### config.mk
export PLATFORM = sky130hd
export DESIGN_NAME = bir_front
export DESIGN_NICKNAME = d
export VERILOG_FILES = /design/src/sv/bir_pkg.sv /design/src/sv/bir_front.sv
export SDC_FILE = /design/constraint.sdc
export NUM_CORES = 1
export LEC_CHECK = 0
export BUFFER_PORTS_ARGS = -buffer_cell sky130_fd_sc_hd__buf_2
export CAP_MARGIN = 30
export CELL_PAD_IN_SITES_DETAIL_PLACEMENT = 1
export CELL_PAD_IN_SITES_GLOBAL_PLACEMENT = 1
export CORE_MARGIN = 2
export CORE_UTILIZATION = 40
export CTS_CLUSTER_SIZE = 28
export DETAILED_ROUTE_END_ITERATION = 16
export PLACE_DENSITY = 0.84
export SYNTH_ARGS = -nofsm -noshare
export SYNTH_HDL_FRONTEND = slang
export SYNTH_SLANG_ARGS = --single-unit
### constraint.sdc
create_clock -name clk -period 4.3 [get_ports clk]
set_input_delay 0.645 -clock clk [delete_from_list [all_inputs] [get_ports clk]]
set_output_delay 0.645 -clock clk [all_outputs]
set_load 0.02 [all_outputs]
### src/sv/bir_pkg.sv
// Shared types and constants for the bilinear image resizer.
`default_nettype none
package bir_pkg;

  localparam int unsigned PLANE_DEPTH = 16384;
  localparam int unsigned TAB_DEPTH   = 256;
  localparam logic [16:0] FRAC_ONE    = 17'h10000;

  typedef enum logic [1:0] {
    K_PIX = 2'd0,
    K_COL = 2'd1,
    K_ROW = 2'd2,
    K_REQ = 2'd3
  } kind_t;

  // entry layout: {pos_a, pos_b, frac}
  typedef struct packed {
    kind_t       kind;
    logic [13:0] pix_addr;
    logic [63:0] pix;
    logic [7:0]  ox;
    logic [7:0]  oy;
    logic [30:0] entry;
  } item_t;

endpackage
`default_nettype wire

### src/sv/bir_front.sv
// Front part: decodes incoming items and queues them for the back part.
`default_nettype none
module bir_front (
  input  wire logic                clk,
  input  wire logic                rst,
  input  wire logic                in_valid,
  output logic                     in_stall,
  input  wire logic [1:0]          func,
  input  wire logic [6:0]          src_x,
  input  wire logic [6:0]          src_y,
  input  wire logic signed [15:0]  ch0,
  input  wire logic signed [15:0]  ch1,
  input  wire logic signed [15:0]  ch2,
  input  wire logic signed [15:0]  ch3,
  input  wire logic [7:0]          out_x,
  input  wire logic [7:0]          out_y,
  input  wire logic [6:0]          pos_a,
  input  wire logic [6:0]          pos_b,
  input  wire logic [16:0]         frac,
  output bir_pkg::item_t           q_item,
  output logic                     q_valid,
  input  wire logic                q_pop
);

  bir_pkg::item_t item_c;
  bir_pkg::item_t qmem [2];
  logic [1:0] count;
  logic       wr_ptr;
  logic       rd_ptr;
  logic       push;

  always_comb begin
    item_c.kind     = bir_pkg::kind_t'(func);
    item_c.pix_addr = {src_y, src_x};
    item_c.pix      = {ch3, ch2, ch1, ch0};
    item_c.ox       = out_x;
    item_c.oy       = out_y;
    item_c.entry    = {pos_a, pos_b,
                       (frac > bir_pkg::FRAC_ONE) ? bir_pkg::FRAC_ONE : frac};
  end

  assign in_stall = (count == 2'd2);
  assign push     = in_valid & ~in_stall;
  assign q_valid  = (count != 2'd0);
  assign q_item   = qmem[rd_ptr];

  always_ff @(posedge clk) begin
    if (push) begin
      qmem[wr_ptr] <= item_c;
    end
  end

  always_ff @(posedge clk) begin
    if (rst) begin
      count  <= 2'd0;
      wr_ptr <= 1'b0;
      rd_ptr <= 1'b0;
    end else begin
      if (push) begin
        wr_ptr <= ~wr_ptr;
      end
      if (q_pop) begin
        rd_ptr <= ~rd_ptr;
      end
      count <= count + {1'b0, push} - {1'b0, q_pop};
    end
  end

  assert property (@(posedge clk) disable iff (rst) q_pop |-> count != 2'd0)
    else $error("pop from empty queue");
  assert property (@(posedge clk) disable iff (rst) count != 2'd3)
    else $error("queue count out of range");
  assert property (@(posedge clk) disable iff (rst)
    (push && !q_pop) |=> count == $past(count) + 2'd1)
    else $error("queue count lost a push");

endmodule
`default_nettype wire

# == Word-level counts from Yosys, hierarchy flattened ==
# Memories as Yosys holds them, arrays and structs flattened. A register that Yosys moved wholly into a read port is not among the register bits.
# Index checks and enable logic that the tools add are counted.
# totals
regBits,4
inputBits,131
ramBits,254
word_cells,18
output_inout_bits,129
memories,1
# memory_table
name,depth,width,read_ports,rd_clocked_by_memory_dff,wr,line_no,text
qmem,2,127,1,1,1,bir_front.sv:26,bir_pkg::item_t qmem [2];
# op_classes
n_mux,5
n_eq_ne,1
n_reduce_logical,1
addsub,2
bitwise,4
magnitude_cmp,1
# ops
cell,n
"> comparator 17 bit, second input constant",1
two-way mux 17 bit,1
two-way mux 1 bit,4
inverter 1 bit,3
adder 2 x 1 -> 2 bit,1
"== test 2 bit, second input constant",1
nonzero test 2 bit,1
subtractor 2 x 1 -> 2 bit,1
AND 1 bit,1

# == Depth between registers and ports, before layout ==
# Gate-level depths: netlist of run 1.
# depth
ltp_word,5
mapped_depth,8
mapped_depth_nobuf,8

# == Least setup slack after synthesis of run 1 ==
# OpenSTA, ideal clock, no wires.
# synth_timing
kind,input-to-reg
from,input port in_valid
to,"memory qmem[1][0] in the netlist's numbering, enable pin"
path_slack_ps,179
t_arrival_ps,3619
path_buffers,0
stages,1
t_required_ps,3798
setup_time_ps,502
cell_sequence,and3_1
# synth_between
elab_chain_len,3
# synth_lines
element,line_no,text
"start, declared",bir_front.sv:6,"input wire logic in_valid,"
AND 1 bit,bir_front.sv:43,assign push = in_valid & ~in_stall;
two-way mux 1 bit,bir_front.sv:48,if (push) begin
two-way mux 1 bit (implied by the code),bir_front.sv:49,qmem[wr_ptr] <= item_c;
"end, declared",bir_front.sv:26,
# No other way between the ends.

==> results.toml, run 1 <==
[logic_synthesis]
netlist_instances = 444
syn_area_sq_mm = 0.00958
synth_top_area_share_pct = 79.6
seq_area_frac_synth_pct = 80.6
synthTopCellsByArea = "edfxtp_1, mux2_2, dfxtp_1"
ys_types = 25
ys_seq_elements = 259
avgSynthCellArea_sq_um = 21.6
synth_warnings = 0
syn_nets = 577
yosysTopAreaCell = "edfxtp_1"

[final_layout]
nets = 857
area_growth_pct = 26.0
fillers = 2226
finalNonFillerCells = 1067
drive_above_1_share_pct = 58.9
multiInputGateArea_sq_mm = 0.00174
regArea_sq_mm = 0.00773

[placed_design]
hpwlAfterDp_um = 14000
globalplace.congestion = 0.752
port_buffers = 259
dp.cells = 1013

[global_routing]
grt.overflow.total = 0
antenna_found_initial = 7
grt_max_degree = 73
grt_pass1_vias = 5665
grtUsageTotal_pct = 16.1
grt_pass1_wl_um = 31700

[clock_network]
cts_hold_buf = 0
post_cts_buffers = 0
post_cts_resized = 0
cts_tree = "built"
htreeDepth = 1
cts_sinks = 259
cts_made_buffers = 27
cts.clk_slew.worst_paths_ns = 0.06
cts_root_buf = "clkbuf_16"
cts_buffer_depth = 3
clk_latency_ns = 0.51

[floorplan]
die_w_um = 159
core-area_sq_mm = 0.0235
die_area_sq_mm = 0.0252
rows = 56
io_pins = 260
initial_core_util_pct = 40.8
die_y_um = 159

[pwr]
ir_drop_v = 0.000281
cellLeakagePower_nw = 4.48
power_frac_comb_pct = 15.8
p_sw_mw = 1.56
p_seq_share_pct = 50.8
swShare_pct = 25.5
power.share.clock_pct = 33.3
cellPowerDensity_mw_per_mm2 = 507
intPower_mw = 4.56

[timing]
fmax_mhz = 371
hold_viol = 0
tightest_slew_ns = 0.813
slew_viol_final = 0
finalCriticalPeriod_ns = 2.70
relSlewSlack_pct = 45.8
rsz0062_at_grt = "no"
timing.final.crit_share_pct = 62.7
setup_viol_count_final = 0
fin_skew_ns = 0.00718
finalSetupTns_ns = 0

[drt]
drcViolationCount = 0
drtIter0Drc = 209
post_drt_wl_per_cell_um = 19.3
viasPerCell = 4.74
firstDrtPassIters = 4
num_vias = 5058
wirelength_um = 20600
antenna_left = 0

[hold_path]
min_path_type = "primary input to flip-flop"

[setup_path]
cp_max_fo = 55
crit_required_ns = 3.65
cp.arrival_ns = 2.05
worstSetupPathType = "flip-flop to primary output"
worstSetupStartpointType = "flip-flop"
end_kind = "primary output"

[outcome]
status = "finished clean"

[flow_run]
cap_violations = 0
==> worst max-delay path: stages, from the launching register on <==
cell and delay, ns:
dfxtp_4 0.34, buf_4 0.57, mux2_2 0.43, buf_2 0.16
==> layout make-up <==
cell class,count,share of cell area (%)
diodes,4,0.0829
clock buffers,32,5.75
clock inverters,17,0.674
inverters,5,0.176
multi-input cells,165,14.4
flip-flops and latches,259,64.0
well taps,319,3.31
repair buffers,266,11.5
==> per-stage QoR <==
stage / setup slack [ns] / utilization, % / hold WS, ns / total power [mW] / cell area [sq um]
CTS: 1.38 / 51.3 / 0.291 / 6.20 / 12000
global route: 1.49 / 51.4 / 0.290 / 6.37 / 12100
finish: 1.60 / 51.4 / 0.319 / 6.12 / 12100
floorplan: 0.179 / - / 0.452 / 3.79 / 9580
global placement: 1.66 / 48.0 / 0.473 / 4.10 / 11300
detailed placement: 1.59 / 48.0 / 0.504 / 4.15 / 11300
==> power groups by stage <==
stage                     clock network [mW]  registers [mW]  logic (mW)
after detailed placement                   0            3.17       0.981
after global routing                    2.20            3.13        1.04
after CTS                               2.10            3.12       0.986
final                                   2.04            3.11       0.969
after floorplan                            0            3.17       0.616
after global placement                     0            3.14       0.957
==> synthesized netlist by cell type <==
library cell,number
a21oi_1,1
a41oi_4,1
and2_1,1
and3_1,1
buf_2,10
buf_6,4
clkbuf_1,1
dfxtp_1,5
edfxtp_1,254
ha_1,2
inv_1,5
mux2_2,127
nand2_1,1
nand2b_1,1
nor2_1,3
nor2b_1,16
nor2b_2,1
nor3_1,1
nor4_2,2
nor4_4,2
o21ai_0,1
or2_2,1
or3_1,1
xnor2_1,1
xor2_1,1
==> metal layers <==
layer | part of all wire (%) | track usage [%] | vias up
li1 | - | - | 2310
met1 | 39 | 18.8 | 2521
met2 | 52 | 29.1 | 176
met3 | 6.1 | 4.05 | 45
met4 | 2.6 | 5.05 | 6
met5 | 0.18 | 0 | -
==> layout by cell type (no fill, tap or decap), types with 2 or more instances in the layout <==
cell	instances
ha_1	2
diode_2	4
nor2_1	3
nor4_2	2
edfxtp_1	254
buf_2	259
buf_4	4
mux2_2	127
clkinv_1	9
nor4_4	2
dfxtp_1	4
nor2b_1	16
buf_12	2
clkinv_4	2
clkbuf_16	27
inv_1	4
clkinv_2	6
clkbuf_1	5
==> final timing paths <==
check             cells after the start     endpoint  slack [ns]  startpoint
setup / recovery                      3   q_item[13]        1.60   flip-flop
hold / removal                        1  qmem[0][62]        0.32     ch0[15]
setup reg to reg                      5  qmem[0][31]        1.88    count[0]
hold reg to reg                       2       wr_ptr        0.51      wr_ptr
==> flip-flops by register name, summed over array words and instances (netlist names), named ones only <==
register,cells
qmem,254
count,2
rd_ptr,1
wr_ptr,1
==> kinds of logic after synthesis <==
| group | Yosys count | synth area share (%) |
|---|---|---|
| AND/OR/NAND/NOR | 31 | 2.38 |
| adder cells (fa/ha/maj) | 2 | 0.261 |
| AO/OA/AOI/OAI | 3 | 0.392 |
| XOR/XNOR | 2 | 0.183 |
| flip-flops | 259 | 80.6 |
| buffers and inverters | 20 | 1.23 |
| multiplexers | 127 | 14.9 |
(Power assumes the default switching activity.)
==> run 2, diff against run 1 <==
CORE_UTILIZATION = 44   (was 40)
PLACE_DENSITY = 0.87   (was 0.84)
clock period = 2.6 ns   (was 4.3 ns; I/O delays follow)
==> results.toml, run 2 (synthesis gave the netlist of run 1 again) <==
[outcome]
status = "finished clean"

[floorplan]
io_pins = 260
die_w_um = 152
rows = 53
die_y_um = 152
initial_core_util_pct = 45.2
die_area_sq_mm = 0.0230
core-area_sq_mm = 0.0212

[drt]
antenna_left = 0
post_drt_wl_per_cell_um = 20.1
viasPerCell = 4.96
drcViolationCount = 0
firstDrtPassIters = 4
num_vias = 5067
wirelength_um = 20500
drtIter0Drc = 194

[global_routing]
grt_max_degree = 73
grt_pass1_wl_um = 29900
grt_pass1_vias = 5572
grt.overflow.total = 0
grtUsageTotal_pct = 17.2
antenna_found_initial = 4

[setup_path]
cp_slowest_cell = "mux2_2"
worstSetupPathType = "flip-flop to primary output"
cp_max_fo = 66
end_kind = "primary output"
crit_chain = "buf_12 -> mux2_2 -> buf_2"
cp.arrival_ns = 1.80
slowest_delay_ns = 0.39
worstSetupStartpointType = "flip-flop"
crit_required_ns = 2.21

[clock_network]
cts_buffer_depth = 3
post_cts_resized = 0
post_cts_buffers = 0
cts_made_buffers = 27
cts_tree = "built"
cts.clk_slew.worst_paths_ns = 0.06
htreeDepth = 1
clk_latency_ns = 0.51
cts_sinks = 259
cts_hold_buf = 0
cts_root_buf = "clkbuf_16"

[pwr]
cellPowerDensity_mw_per_mm2 = 851
cellLeakagePower_nw = 4.49
ir_drop_v = 0.000573
power_mw = 10.3

[timing]
hold_viol = 0
fin_skew_ns = 0.0133
finalCriticalPeriod_ns = 2.19
timing.final.crit_share_pct = 84.0
relSlewSlack_pct = 67.0
fin_hold_ws_ns = 0.0586
rsz0062_at_grt = "no"
tightest_slew_ns = 0.495
fmax_mhz = 458
finalSetupTns_ns = 0
slew_viol_final = 0
setup_viol_count_final = 0

[placed_design]
placed_area_sq_mm = 0.0113
hpwlAfterDp_um = 14000
globalplace.congestion = 0.757
port_buffers = 259

[final_layout]
final_common_cell = "buf_2"
multiInputGateArea_sq_mm = 0.00176
final_cell_mix = "buf_2, edfxtp_1, mux2_2"
area_growth_pct = 26.1
drive_above_1_share_pct = 59.4
reg_top3 = "qmem x254, count x2"
top_register = "qmem"
final_area_sq_mm = 0.0121
largest_register_ffs = 254
nets = 857
regArea_sq_mm = 0.00773
fillers = 1971

[hold_path]
min_path_type = "primary input to flip-flop"

[flow_run]
cap_violations = 0
==> run 2: worst max-delay path: cells and delay by family (launching register included) <==
| family | cells | cell delay [ns] |
|---|---|---|
| mux | 1 | 0.39 |
| flops | 1 | 0.37 |
| buf+inv | 2 | 0.48 |
==> run 2: final cells by class <==
cell class	instances	share of cell area, %
tap	275	2.85
inverter	5	0.207
antenna	5	0.104
clock inverter	14	0.911
multi-input combinational	165	14.5
sequential	259	64.0
timing repair buffer	266	11.7
clock buffer	32	5.75
==> run 2: routing by layer <==
layer | vias to the layer above | track usage, % | share of wire (%)
li1 | 2315 | - | -
met1 | 2508 | 20.9 | 39
met2 | 203 | 29.7 | 50
met3 | 41 | 5.00 | 8.2
met4 | 0 | 5.37 | 2.4
met5 | - | 0 | 0
==> run 2: metrics by stage <==
stage / util [%] / cells / setup slack [ns]
3_5_place_dp: 53.1 / 970 / 0.775
3_3_place_gp: 53.1 / 970 / 0.841
2_1_floorplan: - / 444 / -0.314
6_report: 57.0 / 1021 / 0.415
4_1_cts: 56.9 / 1016 / 0.388
5_1_grt: 56.9 / 1017 / 0.332
==> run 2: where the power goes <==
part	switching [mW]	internal (mW)	leakage [nW]
clock network	1.43	2.08	0.395
registers	0.100	5.06	2.42
logic	1.01	0.615	1.68
total	2.54	7.75	4.49
==> run 2: worst paths after layout <==
path / cells past startpoint / startpoint / slack, ns / endpoint
setup / recovery: 3 / flip-flop / 0.41 / q_item[124]
hold / removal: 1 / ch2[9] / 0.06 / qmem[0][88]
setup reg to reg: 3 / count[0] / 0.73 / qmem[1][93]
hold reg to reg: 2 / rd_ptr / 0.53 / rd_ptr
